<file path="src/design/mkp_pkg.sv">
`default_nettype none

package mkp_pkg;

	localparam int LEVEL_W      = 4;
	localparam int TICK_IN_W    = 16;
	localparam int DEBOUNCE_W   = 16;
	localparam int KEY_CODE_W   = 7;
	localparam int ROW_OUT_W    = 2;
	localparam int RESULT_LIMIT = 4;
	localparam int MAP_IDX_W    = 3;
	localparam logic [DEBOUNCE_W-1:0] DEBOUNCE_RESET = 16'd20;

	typedef enum logic [1:0] {
		PH_IDLE    = 2'd0,
		PH_CONFIRM = 2'd1,
		PH_RELEASE = 2'd2
	} phase_t;

	// Key map, row by row: "123A", "456B", "789C", "*0#D".
	localparam logic [KEY_CODE_W-1:0] KEY_MAP [0:15] = '{
		7'h31, 7'h32, 7'h33, 7'h41,
		7'h34, 7'h35, 7'h36, 7'h42,
		7'h37, 7'h38, 7'h39, 7'h43,
		7'h2A, 7'h30, 7'h23, 7'h44
	};

	function automatic logic [KEY_CODE_W-1:0] key_code_of(
		input logic [MAP_IDX_W-1:0] row,
		input logic [MAP_IDX_W-1:0] col
	);
		logic [KEY_CODE_W-1:0] code;
		code = '0;
		if (row < 3'd4 && col < 3'd4) begin
			code = KEY_MAP[{row[1:0], col[1:0]}];
		end
		return code;
	endfunction

endpackage

`default_nettype wire

</file>
<file path="src/design/mkp_lane.sv">
`default_nettype none

module mkp_lane
	import mkp_pkg::*;
#(
	parameter int ROW_COUNT  = 4,
	parameter int TICK_WIDTH = 16
) (
	input  wire logic                                          clk,
	input  wire logic                                          arst_n,
	input  wire logic                                          step,
	input  wire logic [((ROW_COUNT > 1) ? $clog2(ROW_COUNT) : 1)-1:0] row,
	input  wire logic                                          low,
	input  wire logic [TICK_WIDTH-1:0]                         now,
	input  wire logic [DEBOUNCE_W-1:0]                         debounce,
	output logic                                               confirm
);

	localparam int ROW_W = (ROW_COUNT > 1) ? $clog2(ROW_COUNT) : 1;
	localparam int CMP_W = (TICK_WIDTH > DEBOUNCE_W) ? TICK_WIDTH : DEBOUNCE_W;

	phase_t                phase_q [ROW_COUNT];
	logic [TICK_WIDTH-1:0] time_q  [ROW_COUNT];

	phase_t                phase_cur;
	phase_t                phase_nxt;
	logic [TICK_WIDTH-1:0] elapsed;
	logic                  expired;
	logic                  time_wr;

	assign phase_cur = phase_q[row];
	assign elapsed   = now - time_q[row];
	assign expired   = CMP_W'(elapsed) > CMP_W'(debounce);

	always_comb begin
		phase_nxt = phase_cur;
		confirm   = 1'b0;
		time_wr   = 1'b0;
		case (phase_cur)
			PH_CONFIRM: begin
				if (expired) begin
					confirm   = low;
					phase_nxt = low ? PH_RELEASE : PH_IDLE;
				end
			end
			PH_RELEASE: begin
				if (!low) begin
					phase_nxt = PH_IDLE;
				end
			end
			default: begin
				if (low) begin
					phase_nxt = PH_CONFIRM;
					time_wr   = 1'b1;
				end else begin
					phase_nxt = PH_IDLE;
				end
			end
		endcase
	end

	always_ff @(posedge clk or negedge arst_n) begin
		if (!arst_n) begin
			for (int r = 0; r < ROW_COUNT; r++) begin
				phase_q[r] <= PH_IDLE;
			end
		end else if (step) begin
			phase_q[row] <= phase_nxt;
		end
	end

	always_ff @(posedge clk) begin
		if (step && time_wr) begin
			time_q[row] <= now;
		end
	end

endmodule

`default_nettype wire

</file>
<file path="src/design/mkp_merge.sv">
`default_nettype none

module mkp_merge
	import mkp_pkg::*;
#(
	parameter int ROW_COUNT    = 4,
	parameter int COLUMN_COUNT = 4
) (
	input  wire logic                                          clk,
	input  wire logic                                          arst_n,
	input  wire logic                                          load,
	output logic                                               load_ready,
	input  wire logic [COLUMN_COUNT-1:0]                       found,
	input  wire logic [((ROW_COUNT > 1) ? $clog2(ROW_COUNT) : 1)-1:0] row,
	input  wire logic [ROW_OUT_W-1:0]                          next,
	output logic                                               out_valid,
	input  wire logic                                          out_ready,
	output logic                                               key_valid,
	output logic [KEY_CODE_W-1:0]                              key_code,
	output logic [ROW_OUT_W-1:0]                               next_row,
	output logic                                               last_result
);

	localparam int ROW_W = (ROW_COUNT > 1) ? $clog2(ROW_COUNT) : 1;
	localparam int COL_W = (COLUMN_COUNT > 1) ? $clog2(COLUMN_COUNT) : 1;
	localparam int CNT_W = $clog2(COLUMN_COUNT + 1) + 1;

	logic                    pend_valid_s1;
	logic [COLUMN_COUNT-1:0] pend_mask_s1;
	logic [ROW_W-1:0]        pend_row_s1;
	logic [ROW_OUT_W-1:0]    pend_next_s1;

	logic                    out_valid_s2;
	logic                    key_valid_s2;
	logic [KEY_CODE_W-1:0]   key_code_s2;
	logic [ROW_OUT_W-1:0]    next_row_s2;
	logic                    last_s2;

	logic [COLUMN_COUNT-1:0] kept;
	logic [CNT_W-1:0]        kept_cnt;
	logic [COL_W-1:0]        sel;
	logic [COLUMN_COUNT-1:0] rest;
	logic                    out_free;
	logic                    emit;
	logic                    done;
	logic [KEY_CODE_W-1:0]   sel_code;

	// Only the first confirmed keys of a row, in column order, are reported.
	always_comb begin
		kept     = '0;
		kept_cnt = '0;
		for (int c = 0; c < COLUMN_COUNT; c++) begin
			if (found[c] && kept_cnt < CNT_W'(RESULT_LIMIT)) begin
				kept[c]  = 1'b1;
				kept_cnt = kept_cnt + CNT_W'(1);
			end
		end
	end

	always_comb begin
		sel = '0;
		for (int c = COLUMN_COUNT - 1; c >= 0; c--) begin
			if (pend_mask_s1[c]) begin
				sel = COL_W'(c);
			end
		end
	end

	assign rest       = pend_mask_s1 & (pend_mask_s1 - COLUMN_COUNT'(1));
	assign sel_code   = key_code_of(MAP_IDX_W'(pend_row_s1), MAP_IDX_W'(sel));
	assign out_free   = !out_valid_s2 || out_ready;
	assign emit       = pend_valid_s1 && out_free;
	assign done       = emit && (rest == '0);
	assign load_ready = !pend_valid_s1 || done;

	always_ff @(posedge clk or negedge arst_n) begin
		if (!arst_n) begin
			pend_valid_s1 <= 1'b0;
			out_valid_s2  <= 1'b0;
		end else begin
			if (load) begin
				pend_valid_s1 <= 1'b1;
			end else if (done) begin
				pend_valid_s1 <= 1'b0;
			end
			if (emit) begin
				out_valid_s2 <= 1'b1;
			end else if (out_ready) begin
				out_valid_s2 <= 1'b0;
			end
		end
	end

	always_ff @(posedge clk) begin
		if (load) begin
			pend_mask_s1 <= kept;
			pend_row_s1  <= row;
			pend_next_s1 <= next;
		end else if (emit) begin
			pend_mask_s1 <= rest;
		end
		if (emit) begin
			key_valid_s2 <= (pend_mask_s1 != '0);
			key_code_s2  <= (pend_mask_s1 != '0) ? sel_code : '0;
			next_row_s2  <= pend_next_s1;
			last_s2      <= (rest == '0);
		end
	end

	assign out_valid   = out_valid_s2;
	assign key_valid   = key_valid_s2;
	assign key_code    = key_code_s2;
	assign next_row    = next_row_s2;
	assign last_result = last_s2;

`ifndef SYNTHESIS
	a_pend_limit: assert property (@(posedge clk) disable iff (!arst_n)
		pend_valid_s1 |-> $countones(pend_mask_s1) <= RESULT_LIMIT)
		else $error("more pending keys than results allowed");

	a_empty_is_last: assert property (@(posedge clk) disable iff (!arst_n)
		out_valid_s2 && !key_valid_s2 |-> last_s2 && key_code_s2 == '0)
		else $error("empty result not final or carries a code");

	a_continue: assert property (@(posedge clk) disable iff (!arst_n)
		emit && !done |=> pend_valid_s1)
		else $error("row dropped before its last result");

	a_no_load_busy: assert property (@(posedge clk) disable iff (!arst_n)
		load |-> load_ready)
		else $error("row loaded while previous row still pending");
`endif

endmodule

`default_nettype wire

</file>
<file path="src/design/matrix_keypad_scan_debounce.sv">
// Key matrix scanner with per-key debounce. Each input item carries the column levels of the
// row named by the previous result's next_row (row 0 after reset) and the current tick. One
// lane per column keeps the phase and press time of every key in that column and updates the
// scanned row in the cycle the item is accepted. A row that confirms no key yields one result
// with key_valid low; a row that confirms k keys yields k results in column order, at most
// four, the final one with last_result set. The single output register takes one result per
// cycle unless out_ready stalls it; one-result rows stream at one item per cycle. The debounce
// threshold resets to 20; the user must write it through cfg_wr_en and cfg_wr_data while the
// block is idle, which the block itself does not enforce.
`default_nettype none

module matrix_keypad_scan_debounce
	import mkp_pkg::*;
#(
	parameter int ROW_COUNT    = 4,
	parameter int COLUMN_COUNT = 4,
	parameter int TICK_WIDTH   = 16
) (
	input  wire logic                  clk,
	input  wire logic                  arst_n,
	input  wire logic                  cfg_wr_en,
	input  wire logic [DEBOUNCE_W-1:0] cfg_wr_data,
	input  wire logic                  in_valid,
	output logic                       in_ready,
	input  wire logic [LEVEL_W-1:0]    column_levels,
	input  wire logic [TICK_IN_W-1:0]  now_tick,
	output logic                       out_valid,
	input  wire logic                  out_ready,
	output logic                       key_valid,
	output logic [KEY_CODE_W-1:0]      key_code,
	output logic [ROW_OUT_W-1:0]       next_row,
	output logic                       last_result
);

	localparam int ROW_W = (ROW_COUNT > 1) ? $clog2(ROW_COUNT) : 1;

	logic [DEBOUNCE_W-1:0]   debounce_q;
	logic [ROW_W-1:0]        row_q;
	logic [ROW_W-1:0]        row_nxt;
	logic                    accept;
	logic [TICK_WIDTH-1:0]   now;
	logic [COLUMN_COUNT-1:0] low;
	logic [COLUMN_COUNT-1:0] found;

	assign accept  = in_valid && in_ready;
	assign now     = TICK_WIDTH'(now_tick);
	assign row_nxt = (row_q == ROW_W'(ROW_COUNT - 1)) ? '0 : row_q + ROW_W'(1);

	always_ff @(posedge clk or negedge arst_n) begin
		if (!arst_n) begin
			debounce_q <= DEBOUNCE_RESET;
			row_q      <= '0;
		end else begin
			if (cfg_wr_en) begin
				debounce_q <= cfg_wr_data;
			end
			if (accept) begin
				row_q <= row_nxt;
			end
		end
	end

	for (genvar c = 0; c < COLUMN_COUNT; c++) begin : g_lane
		if (c < LEVEL_W) begin : g_pin
			assign low[c] = !column_levels[c];
		end else begin : g_none
			assign low[c] = 1'b0;
		end

		mkp_lane #(
			.ROW_COUNT  (ROW_COUNT),
			.TICK_WIDTH (TICK_WIDTH)
		) u_lane (
			.clk      (clk),
			.arst_n   (arst_n),
			.step     (accept),
			.row      (row_q),
			.low      (low[c]),
			.now      (now),
			.debounce (debounce_q),
			.confirm  (found[c])
		);
	end

	mkp_merge #(
		.ROW_COUNT    (ROW_COUNT),
		.COLUMN_COUNT (COLUMN_COUNT)
	) u_merge (
		.clk         (clk),
		.arst_n      (arst_n),
		.load        (accept),
		.load_ready  (in_ready),
		.found       (found),
		.row         (row_q),
		.next        (ROW_OUT_W'(row_nxt)),
		.out_valid   (out_valid),
		.out_ready   (out_ready),
		.key_valid   (key_valid),
		.key_code    (key_code),
		.next_row    (next_row),
		.last_result (last_result)
	);

endmodule

`default_nettype wire
</file>
<file path="config.mk">
export PLATFORM = sky130hd
export DESIGN_NAME = matrix_keypad_scan_debounce
export DESIGN_NICKNAME = d
export VERILOG_FILES = /design/src/design/mkp_pkg.sv /design/src/design/mkp_lane.sv /design/src/design/mkp_merge.sv /design/src/design/matrix_keypad_scan_debounce.sv
export SDC_FILE = /design/constraint.sdc
export NUM_CORES = 1
export LEC_CHECK = 0
export BUFFER_PORTS_ARGS = -buffer_cell sky130_fd_sc_hd__buf_4
export CORE_MARGIN = 2
export CORE_UTILIZATION = 55
export CTS_CLUSTER_DIAMETER = 40
export CTS_CLUSTER_SIZE = 14
export DETAILED_ROUTE_END_ITERATION = 6
export HOLD_SLACK_MARGIN = 0.1
export PLACE_DENSITY = 0.84
export RECOVER_POWER = 100
export SKIP_CTS_REPAIR_TIMING = 1
export SYNTH_ARGS = -nofsm -noshare
export SYNTH_HDL_FRONTEND = slang
export SYNTH_HIERARCHICAL = 1
export SYNTH_SLANG_ARGS = --single-unit
export TNS_END_PERCENT = 30
</file>
<file path="constraint.sdc">
create_clock -name clk -period 9.3 [get_ports clk]
set_input_delay 1.395 -clock clk [delete_from_list [all_inputs] [get_ports clk]]
set_output_delay 1.395 -clock clk [all_outputs]
set_load 0.01 [all_outputs]
</file>
==> impl_metrics.env, run 1 <==
export IMPL_status="complete, but fails checks"
export IMPL_violations="max-capacitance violations, max-slew violations"
export IMPL_timing_rr_start="row_q[0]"
export IMPL_crit_path_start="row_q[0]"
export IMPL_wl_per_cell_um=21.44
export IMPL_synth_area_leaders="edfxtp_1 46%, ha_1 10%, mux4_2 9.0%"
export IMPL_nNetsFinal=1655
export IMPL_crit_chain="clkbuf_1 -> mux4_2 -> inv_1 -> ha_1 -> a21o_1 -> o21ai_0 -> a31oi_1 -> xnor2_1 -> ha_1 -> nand4_1 -> or3_1 -> a21oi_1 -> or4_1 -> and4_2 -> nand3_1 -> nand3_1 -> o21ai_0"
export IMPL_cts_tree="done"
export IMPL_viasPerCell=6.044
export IMPL_swShare_pct=39.99
export IMPL_r2r_end="u_merge/pend_mask_s1[3]"
export IMPL_hold_viol_final=0
export IMPL_antennaDiodeCount=0
export IMPL_r2r_slack_ps=2550
export IMPL_hpwl_um=27170
export IMPL_htree_levels=2
export IMPL_firstDrtPassIters=5
export IMPL_gp_congestion=0.8935
export IMPL_skew_ps=40.15
export IMPL_cts_root_buf="clkbuf_16"
export IMPL_die_area_sq_mm=0.03393
export IMPL_tightest_slew_ps=3112
export IMPL_synth_area_sq_mm=0.01786
export IMPL_drive_gt1_share_pct=13.21
export IMPL_fin_crit_sh_pct=72.58
export IMPL_synth_top_cell_by_area="edfxtp_1"
export IMPL_maxSlewViolCount=151
export IMPL_postLayoutCellArea_sq_mm=0.01986
export IMPL_overflow=0
export IMPL_clk_latency_ps=550
export IMPL_ant_nets=0
export IMPL_grt_first_pass_wirelength_um=64690
export IMPL_synth_edff_count=275
export IMPL_fp_dieW_um=184.2
export IMPL_placed_cell_area_sq_mm=0.01879
export IMPL_fillers=2367
export IMPL_min_path_type="reg -> reg"
export IMPL_syn_nets=1574
export IMPL_cp_depth=17
export IMPL_port_buffer_count=53
export IMPL_drt_iter0_drc=1192
export IMPL_crit_arrival_ps=6950
export IMPL_grt_max_degree=61
export IMPL_ys_ff_latch=327
export IMPL_clkPwrFrac_pct=21.4
export IMPL_clkSinkCount=327
export IMPL_drcViolationCount=0
export IMPL_vias=11690
export IMPL_power_density_mw_per_mm2=366.9
export IMPL_core_area_sq_mm=0.03180
export IMPL_fmax_ghz=0.1481
export IMPL_synthFlopType="edfxtp_1"
export IMPL_comb_power_share_pct=50.0
export IMPL_p_seq_share_pct=28.5
export IMPL_die_h_um=184.2
export IMPL_setup_tns_final_ps=0
export IMPL_cts_buffer_depth=3
export IMPL_worstSetupPathType="reg -> reg"
export IMPL_grt_usage_pct=25.08
export IMPL_yosys_warnings=6
export IMPL_cap_violations=4
export IMPL_yosysTopAreaCellShare_pct=46.23
export IMPL_cp_buffers_inverters=2
export IMPL_endpoint="u_merge/pend_mask_s1[3]"
export IMPL_r2r_cells=17
export IMPL_start_util_pct=56.17
export IMPL_relSlewSlack_pct=-107.5
export IMPL_ioPinCount=54
export IMPL_worst_ir_drop_vdd_uv=240.4
export IMPL_grt_pass1_vias=11620
export IMPL_crit_path_start_kind="register"
export IMPL_crit_family="buffers and inverters"
export IMPL_ys_seq_area_share_pct=53.53
export IMPL_path_max_fanout=39
export IMPL_slowest_stage="clkbuf_1"
export IMPL_synth_distinct_cells=81
export IMPL_rsz0062_at_grt="false"
export IMPL_cp_end_kind="register"
export IMPL_wl_um=41470
export IMPL_p_sw_uw=2915
export IMPL_clkTransAtPathRegs_ps=50
export IMPL_worstPathRequired_ps=9500
export IMPL_async_reset_ff_share_pct=15.90
export IMPL_std_cell_rows=65
export IMPL_syn_to_final_growth_pct=11.20
export IMPL_synth_area_per_cell_sq_um=12.90
export IMPL_setup_viol=0
export IMPL_netlist_instances=1385
export IMPL_intPower_uw=4374
export IMPL_critPathMaxStageDelay_ps=1610
export IMPL_min_period_ps=6750
export IMPL_p_leak_uw=0.007786
export IMPL_cts_made_buffers=41
export IMPL_antenna_found_initial=0
## worst reg2reg max path, delay by kind of cell (launching register included)
family / cells / cell delay [ps]
flops: 1 / 710
simple gates: 6 / 1280
xor+xnor: 1 / 190
fa+ha+maj: 2 / 610
mux: 1 / 690
buf+inv: 2 / 1720
compound gates: 5 / 1220
## cell usage in the layout, fill, tap and decap left out, drive strengths merged, types with 20 or more instances in the layout
| cell type | n |
|---|---|
| nand3 | 20 |
| buf | 23 |
| xnor2 | 26 |
| o21ai | 43 |
| inv | 171 |
| mux4 | 71 |
| a21o | 24 |
| ha | 144 |
| nand2 | 56 |
| mux2 | 23 |
| xor2 | 24 |
| edfxtp | 275 |
| nor2 | 109 |
| a31oi | 28 |
| dfrtp | 50 |
| a21oi | 87 |
| clkbuf | 103 |
## how the worst min path moves through the flow
stage,from,to,slack [ps],cells after the start
after global placement,u_merge/pend_next_s1[0],u_merge/next_row[0],410,0
after floorplan,u_merge/pend_next_s1[0],u_merge/next_row[0],400,0
after detailed placement,u_merge/pend_next_s1[0],u_merge/next_row[0],410,0
after CTS,u_merge/pend_next_s1[0],u_merge/next_row[0],430,0
after global routing,u_merge/pend_next_s1[1],u_merge/next_row[1],450,0
final,u_merge/pend_next_s1[0],u_merge/next_row[0],430,0
## Yosys cell counts, types with 26 or more instances
| cell | n |
|---|---|
| a31oi_1 | 28 |
| nand2_1 | 56 |
| a21oi_1 | 85 |
| xnor2_1 | 26 |
| mux4_2 | 71 |
| ha_1 | 144 |
| dfrtp_1 | 50 |
| nor2_1 | 109 |
| o21ai_0 | 36 |
| edfxtp_1 | 275 |
| inv_1 | 162 |
## flip-flops by register name, indices dropped and copies added (netlist names)
register,flops
debounce_q,16
g_lane.u_lane/phase_q,32
g_lane.u_lane/time_q,256
row_q,2
u_merge/key_code,7
u_merge/key_valid,1
u_merge/last_result,1
u_merge/next_row,2
u_merge/out_valid,1
u_merge/pend_mask_s1,4
u_merge/pend_next_s1,2
u_merge/pend_row_s1,2
u_merge/pend_valid_s1,1
## power by group through the flow
stage | sequential [uW] | combinational (uW) | clock, uW
6_report | 2080 | 3650 | 1560
5_1_grt | 2110 | 4070 | 1640
4_1_cts | 2070 | 3710 | 1590
3_5_place_dp | 2100 | 3650 | 0
3_3_place_gp | 2080 | 3500 | 0
2_1_floorplan | 2000 | 2890 | 0
## area by class of cell
class	instances	area, sq um	area share, %
well taps	435	544.3	2.740
multi-input cells	861	7412	37.32
repair buffers	73	364.1	1.833
clock inverters	23	231.5	1.165
flip-flops and latches	327	9569	48.18
inverters	162	608.1	3.061
clock buffers	53	1134	5.707
## cells by family after synthesis
| family | share of synthesized area (%) |
|---|---|
| xor gates and xnor gates | 2.452 |
| AOI/OAI and AO/OA | 9.239 |
| muxes | 10.72 |
| adders and majority gates | 10.60 |
| buffers and inverters | 4.371 |
| and+or+nand+nor | 9.085 |
| DFF | 53.53 |
## metrics by stage
stage          worst slack (ps)  power, uW  util (%)  instances  hold slack (ps)
2_1_floorplan              3854       4886         -       1385            400.3
3_3_place_gp               3304       5583     59.10       1858            407.2
3_5_place_dp               3227       5747     59.10       1858            409.8
4_1_cts                    3116       7372     63.40       1934            430.8
5_1_grt                    1897       7819     62.46       1934            447.6
6_report                   2550       7289     62.46       1934            434.5
## metal layers
layer  track usage [%]  vias up  share of wire (%)
li1                  -     5363                  -
met1             34.72     5753                 42
met2             40.50      492                 47
met3             3.972       82                7.9
met4             8.960        0                3.4
met5            0.4444        -                  0
(Power assumes the default switching activity.)
==> run 2: changes to the inputs <==
Settings changed: PLACE_DENSITY 0.84 to 0.87.
Clock period 9.3 ns to 5.68 ns, I/O delays scaled along.
==> run 2 against run 1 <==
Against the previous run: the run ends with design-rule violations, max-capacitance violations, max-slew violations left; critical endpoint unchanged; total power is 72% higher; setup slack worse by 2300 ps; cell area increased by 1.6%; maximum frequency up 24%; clock skew shrank 1.7 ps; critical path depth increased by 2; register-to-register slack worse by 2300 ps; clock power up 86%; largest power group unchanged; non-clock buffer count increased by 6; routed wire length increased by 6.1%.
==> impl_metrics.env, run 2 (synthesis gave the netlist of run 1 again) <==
export IMPL_status="complete, but fails checks"
export IMPL_violations="design-rule violations, max-capacitance violations, max-slew violations"
export IMPL_die_h_um=184.2
export IMPL_worstPathRequired_ps=5960
export IMPL_hold_start="u_merge/pend_next_s1[1]"
export IMPL_antennaDiodeCount=0
export IMPL_vias=12070
export IMPL_skew_ps=38.44
export IMPL_wl_um=44000
export IMPL_p_leak_uw=0.007939
export IMPL_drive_gt1_share_pct=14.40
export IMPL_cts_made_buffers=42
export IMPL_grt_pass1_vias=12280
export IMPL_grt_first_pass_wirelength_um=68590
export IMPL_power_density_mw_per_mm2=622.6
export IMPL_cts_root_buf="clkbuf_16"
export IMPL_crit_family="simple AND/OR/NAND/NOR gates"
export IMPL_r2r_end="u_merge/pend_mask_s1[3]"
export IMPL_min_period_ps=5425
export IMPL_port_buffer_count=53
export IMPL_grt_usage_pct=26.77
export IMPL_cts_buffer_depth=3
export IMPL_min_path_type="reg -> reg"
export IMPL_clkTransAtPathRegs_ps=60
export IMPL_hold_viol_final=0
export IMPL_fin_crit_sh_pct=95.50
export IMPL_worstSetupPathType="reg -> reg"
export IMPL_postLayoutCellArea_sq_mm=0.02018
export IMPL_ioPinCount=54
export IMPL_worst_ir_drop_vdd_uv=334.3
export IMPL_cp_depth=19
export IMPL_cap_violations=2
export IMPL_ant_nets=0
export IMPL_die_area_sq_mm=0.03393
export IMPL_htree_levels=2
export IMPL_setup_viol=0
export IMPL_crit_path_start_kind="register"
export IMPL_drt_iter0_drc=1506
export IMPL_cts_tree="done"
export IMPL_fp_dieW_um=184.2
export IMPL_r2r_cells=19
export IMPL_rsz0062_at_grt="false"
export IMPL_hold_depth=0
export IMPL_hpwl_um=28860
export IMPL_critPathMaxStageDelay_ps=660
export IMPL_clk_latency_ps=560
export IMPL_cp_buffers_inverters=2
export IMPL_layout_commonest_cell="edfxtp_1"
export IMPL_placed_cell_area_sq_mm=0.01885
export IMPL_timing_rr_start="row_q[0]"
export IMPL_crit_arrival_ps=5710
export IMPL_mostFrequentLayoutCells="275 x edfxtp_1, 162 x inv_1, 144 x ha_1"
export IMPL_syn_to_final_growth_pct=12.97
export IMPL_grt_max_degree=57
export IMPL_overflow=0
export IMPL_top_regs="g_lane.u_lane/time_q: 256 flops, g_lane.u_lane/phase_q: 32 flops, debounce_q: 16 flops"
export IMPL_slowest_stage="dfrtp_4"
export IMPL_clkSinkCount=327
export IMPL_nNetsFinal=1662
export IMPL_min_delay_worst_endpoint="u_merge/next_row[1]"
export IMPL_top_register="g_lane.u_lane/time_q"
export IMPL_crit_chain="buf_6 -> mux4_2 -> inv_1 -> ha_1 -> a21o_1 -> a21oi_1 -> o31a_1 -> or4b_1 -> nand3_1 -> ha_1 -> nand4_2 -> or3_1 -> a21oi_1 -> or4_4 -> and4_2 -> ha_1 -> nand3_1 -> nand3_1 -> o21ai_0"
export IMPL_antenna_found_initial=1
export IMPL_core_area_sq_mm=0.03180
export IMPL_r2r_slack_ps=260
export IMPL_fillers=2234
export IMPL_setup_tns_final_ps=0
export IMPL_path_max_fanout=18
export IMPL_firstDrtPassIters=7
export IMPL_maxSlewViolCount=53
export IMPL_cp_end_kind="register"
export IMPL_start_util_pct=56.17
export IMPL_drcViolationCount=1
export IMPL_fmax_ghz=0.1843
export IMPL_gp_congestion=0.9129
export IMPL_largest_register_ffs=256
export IMPL_relSlewSlack_pct=-113.3
export IMPL_wl_per_cell_um=22.66
export IMPL_viasPerCell=6.217
export IMPL_tightest_slew_ps=3199
export IMPL_std_cell_rows=65
==> run 2: cell types whose count changed in the layout (fill, tap and decap cells not counted), sizes merged <==
| cell | before | now |
|---|---|---|
| bufinv | 1 | 7 |
| clkinvlp | 4 | 3 |
| clkinv | 9 | 6 |
| buf | 23 | 29 |
| clkbuf | 103 | 101 |
| inv | 171 | 173 |
==> run 2: routing by layer <==
layer  global-route usage, %  up-vias  part of all wire (%)  wire length (um)
li1                        -     5377                     -                 -
met1                   35.10     5871                    38             16890
met2                   43.08      684                    46             20350
met3                   6.026      141                    11              4712
met4                   11.78        0                   4.6              2045
met5                       0        -                     0                 0
==> run 2: layout make-up <==
type | count | area [sq um] | share of cell area, %
sequential | 327 | 9569 | 47.42
multi-input combinational | 861 | 7477 | 37.06
clock buffer | 51 | 1137 | 5.637
inverter | 162 | 608.1 | 3.014
tap | 435 | 544.3 | 2.697
timing repair buffer | 79 | 429.2 | 2.127
clock inverter | 27 | 412.9 | 2.046
==> run 2: power by group <==
part | leakage, uW | total, uW | internal (uW) | switching (uW)
Sequential | 0.00310 | 3380 | 3100 | 286
Clock | 0.000749 | 2900 | 1800 | 1110
Combinational | 0.00409 | 6280 | 2660 | 3620
Total | 0.00794 | 12600 | 7560 | 5010
==> run 2: per-stage QoR <==
stage,setup WS (ps),util [%],instances,power [uW],hold slack [ps]
final,255.4,63.45,1942,12560,424.8
after global placement,484.8,59.28,1864,9183,405.8
after CTS,139.7,64.16,1942,12560,384.6
after floorplan,233.6,-,1385,7999,400.3
after detailed placement,248.8,59.28,1864,9539,417.2
after global routing,9.914,63.45,1942,13370,435.3
==> run 2: worst max path at each step <==
stage | startpoint | end | slack, ps
finish | row_q[0] | u_merge/pend_mask_s1[3] | 260
global route | row_q[0] | u_merge/pend_mask_s1[3] | 10
CTS | row_q[0] | u_merge/pend_mask_s1[3] | 140
detailed placement | row_q[0] | u_merge/pend_mask_s1[3] | 250
global placement | row_q[0] | u_merge/pend_mask_s1[3] | 480
floorplan | row_q[1] | u_merge/pend_mask_s1[3] | 230
